--- src/design/brq_pkg.sv ---
// brq_pkg: types and constants for the button release event queue
// no dependencies; imported by brq_state, brq_qctrl, the top level and the bench

package brq_pkg;

    localparam int BTN_W = 14;
    localparam int BYTE_B_USED = 6;

    localparam logic CMD_SAMPLE = 1'b0;
    localparam logic CMD_POLL   = 1'b1;

    typedef struct packed {
        logic              cmd;
        logic [7:0]        button_byte_a;
        logic [7:0]        button_byte_b;
        logic signed [7:0] stick_x_in;
        logic signed [7:0] stick_y_in;
    } t_in_item;

    typedef struct packed {
        logic [BTN_W-1:0]  held_buttons;
        logic signed [7:0] stick_x_now;
        logic signed [7:0] stick_y_now;
        logic [BTN_W-1:0]  released_buttons;
    } t_out_item;

    // request from the pipeline to the queue control
    typedef struct packed {
        logic             push_req;
        logic             pop_req;
        logic [BTN_W-1:0] mask;
    } t_q_cmd;

    // queue status back to the pipeline
    typedef struct packed {
        logic empty;
        logic full;
    } t_q_stat;

endpackage

--- src/design/brq_state.sv ---
// brq_state: held button mask and stick registers, release mask of a sample
// depends on brq_pkg

module brq_state import brq_pkg::*; (
    input  logic              i_clk,
    input  logic              i_rst_n,
    input  logic              i_sample_go,
    input  t_in_item          i_item,
    output logic [BTN_W-1:0]  o_held,
    output logic signed [7:0] o_stick_x,
    output logic signed [7:0] o_stick_y,
    output logic [BTN_W-1:0]  o_release
);

    logic [BTN_W-1:0]  r_held, n_held;
    logic signed [7:0] r_stick_x, n_stick_x;
    logic signed [7:0] r_stick_y, n_stick_y;
    logic [BTN_W-1:0]  now_mask;

    assign now_mask  = {i_item.button_byte_b[BYTE_B_USED-1:0], i_item.button_byte_a};
    // held before and not held now
    assign o_release = r_held & ~now_mask;

    always_comb begin
        n_held    = r_held;
        n_stick_x = r_stick_x;
        n_stick_y = r_stick_y;
        if (i_sample_go) begin
            n_held    = now_mask;
            n_stick_x = i_item.stick_x_in;
            n_stick_y = i_item.stick_y_in;
        end
    end

    always_ff @(posedge i_clk) begin
        if (!i_rst_n) begin
            r_held    <= '0;
            r_stick_x <= '0;
            r_stick_y <= '0;
        end else begin
            r_held    <= n_held;
            r_stick_x <= n_stick_x;
            r_stick_y <= n_stick_y;
        end
    end

    assign o_held    = r_held;
    assign o_stick_x = r_stick_x;
    assign o_stick_y = r_stick_y;

endmodule

--- config.mk ---
export PLATFORM = sky130hd
export DESIGN_NAME = brq_state
export DESIGN_NICKNAME = d
export VERILOG_FILES = /design/src/design/brq_pkg.sv /design/src/design/brq_state.sv
export SDC_FILE = /design/constraint.sdc
export NUM_CORES = 1
export LEC_CHECK = 0
export ABC_AREA = 0
export BUFFER_PORTS_ARGS = -buffer_cell sky130_fd_sc_hd__clkbuf_2
export CORE_UTILIZATION = 30
export CTS_CLUSTER_DIAMETER = 60
export DETAILED_ROUTE_END_ITERATION = 8
export PLACE_DENSITY = 0.59
export SLEW_MARGIN = 20
export SYNTH_ARGS = -nofsm -noshare
export SYNTH_HDL_FRONTEND = slang
export SYNTH_SLANG_ARGS = --single-unit
--- constraint.sdc ---
create_clock -name i_clk -period 2.25 [get_ports i_clk]
set_clock_uncertainty 0.1 [all_clocks]
set_input_delay 0.225 -clock i_clk [delete_from_list [all_inputs] [get_ports i_clk]]
set_output_delay 0.225 -clock i_clk [all_outputs]
set_load 0.02 [all_outputs]
==> metrics <==
Min-Delay Path Depth 3; fin crit period 1.27 ns; cells after synthesis 111; outcome finished clean; worst path arrival time between 0.9 and 1 ns; Max stage delay on crit path around 0.35 ns; Slew Limit Fails 0; FP Rows 23; Reg clk slew, reported paths ~0.06 ns; CTS tree yes; Critical Path RT between 1.5 and 2 ns; DR WL/cell 11.3 µm; die area roughly 4500 µm²; mux contribution to synthesized area 23.9%; Pwr Total roughly 0.0012 W; Die X 66.8 µm; Max-Cap Viols 0; Syn Std Cell Area around 1300 µm²; # DRC 0; Synth Register Bits 30; Final ANT Viol Nets 0; max_slew headroom between 60% and 70%; CP max stage cell dfxtp_1; Longest Clk Path Bufs 2; core area about 4000 µm²; CP max FO 3; R2R depth 2; commonest non-fill, non-tap cells in the layout clkbuf_2 (76), nor2b_1 (44), mux2i_1 (30), dfxtp_1 (30), clkbuf_8 (5); CTS Buf Count 5; fin area around 1700 µm²; routed via count between 1,000 and 1,500; r2r setup slk 1.51 ns; HPWL after DPL just over 2000 µm; Fill cells about 420; VDD IR max 0.307 mV; XOR/XNOR Fraction of Synth Area 0%; reg-to-reg startpoint o_stick_x[2]; H-tree depth 2; Synth Area in Simple Gates between 20 and 25%; post-cts sizing count 0; DRT iter0 DRCs 19; latest clock arrival within the worst-skew pair roughly 0.27 ns; fmax approximately 800 MHz; Layout Nets approximately 220; pin count of the biggest net entering global routing 31; commonest non-fill, non-tap cell in the layout clkbuf_2; post-route setup slack slightly below 1 ns; Distinct cells, synth 6; Sink Count 30; Initial Util 31.5%; Setup WS pre-CTS 0.825 ns; worst slew pin tran between 0.5 and 0.6 ns; CP cell instances nor2b_1 -> clkbuf_2; RSZ-0062 raised after global routing false; Die Span Y 66.8 µm; vias per inst around 4.4; Compound-Gate Fraction of Synth Area 0%; Avg Cell Area, Syn 11.3 µm²; Leak Pwr about 0.89 nW; Power per Cell Area around 690 nW/µm²; CP Launch Type flop; Post-Syn Nets roughly 150; Ports 80; Crit Path Category flop to output port; Post-CTS Setup Bufs 0; sequential area share after synthesis a little under half; final worst path period share between 50% and 60%; Total GRT Usage about an eighth; Critical R2R Capture o_stick_x[2]; Multi-input gate area ~580 µm²; initial antenna violation count 0; Min-Delay Path Class primary input to flop; Final Hold Fails 0; share of cells above drive strength 1 roughly 44%; endpoints failing setup 0; largest family of logic cells by synthesized area multiplexers; port bufs 76; Reg area approximately 600 µm²; drt pass-1 iters 2; routability cong. 0.665; clk root buf clkbuf_8; Area Overhead vs Synth 36.3%; Cell Area, Placed approximately 1600 µm²; gr ovfl total 0; number of global-route vias before repair 930; Post-Synth Adder-Cell Area 0%; first-pass GRT wire length roughly 4000 µm; Critical Path Sink Type output port; drt total wl about 2700 µm; Synth warnings 0; Post-Route Setup TNS 0 ns; hold_buf cts 0; diode count 0; WHS Endpoint o_stick_y[4]; hold path start i_item[4]
==> critical path, delay by kind of cell (launching register included) <==
family	cells	cell delay, ns
buffers and inverters	1	0.18
DFF	1	0.35
and+or+nand+nor	1	0.15
==> Yosys cell counts <==
cell / instances / area (µm²)
buf_12: 3 / 60.1
buf_6: 1 / 11.3
clkbuf_1: 3 / 11.3
dfxtp_1: 30 / 601
mux2i_1: 30 / 300
nor2b_1: 44 / 275
==> cell type report <==
| class | instances | share of cell area (%) |
|---|---|---|
| timing repair buffer | 77 | 23.3 |
| clock buffer | 7 | 4.45 |
| multi-input combinational | 74 | 33.6 |
| tap | 50 | 3.65 |
| sequential | 30 | 35.0 |
==> per-layer routing <==
metal  track usage (%)  vias to the layer above  part of all wire (%)
met1              11.9                      490                    38
met3              3.60                        6                   6.3
met4              7.18                        0                   1.8
met2              23.1                       41                    53
li1                  -                      509                     -
met5                 0                        -                     0
==> metrics by stage <==
step                      utilization [%]  std cells  hold WS, ns
after floorplan                         -        111        0.294
after CTS                            42.9        238        0.113
after global routing                 42.9        238        0.127
after global placement               41.0        231        0.384
final                                42.9        238        0.116
after detailed placement             41.0        231        0.398
==> power by group <==
part	switching (W)	total, W	internal, W
logic	0.000115	0.000209	0.0000937
clock network	0.000172	0.000385	0.000212
registers	0.0000186	0.000582	0.000564
==> sequential cells by signal (all words and copies together) (netlist names) <==
register,cells
o_held,14
o_stick_x,8
o_stick_y,8
==> cells by family (layout without fill, tap and decap cells) <==
kind of cell,count (synthesis),count (layout)
AND/OR/NAND/NOR,44,44
multiplexers,30,30
flip-flops,30,30
buffers and inverters,7,84
==> worst max-delay path by stage <==
stage / startpoint / endpoint / slack [ns] / cells after the start
final: o_held[0] / o_release[0] / 0.98 / 2
after global routing: o_held[13] / o_release[13] / 0.88 / 2
after detailed placement: i_sample_go / o_held[5] / 0.83 / 4
after floorplan: o_held[0] / o_release[0] / 1.12 / 1
after global placement: i_sample_go / o_held[5] / 0.87 / 4
after CTS: o_held[7] / o_release[7] / 0.96 / 2
Power figures use the tool's default switching activity.
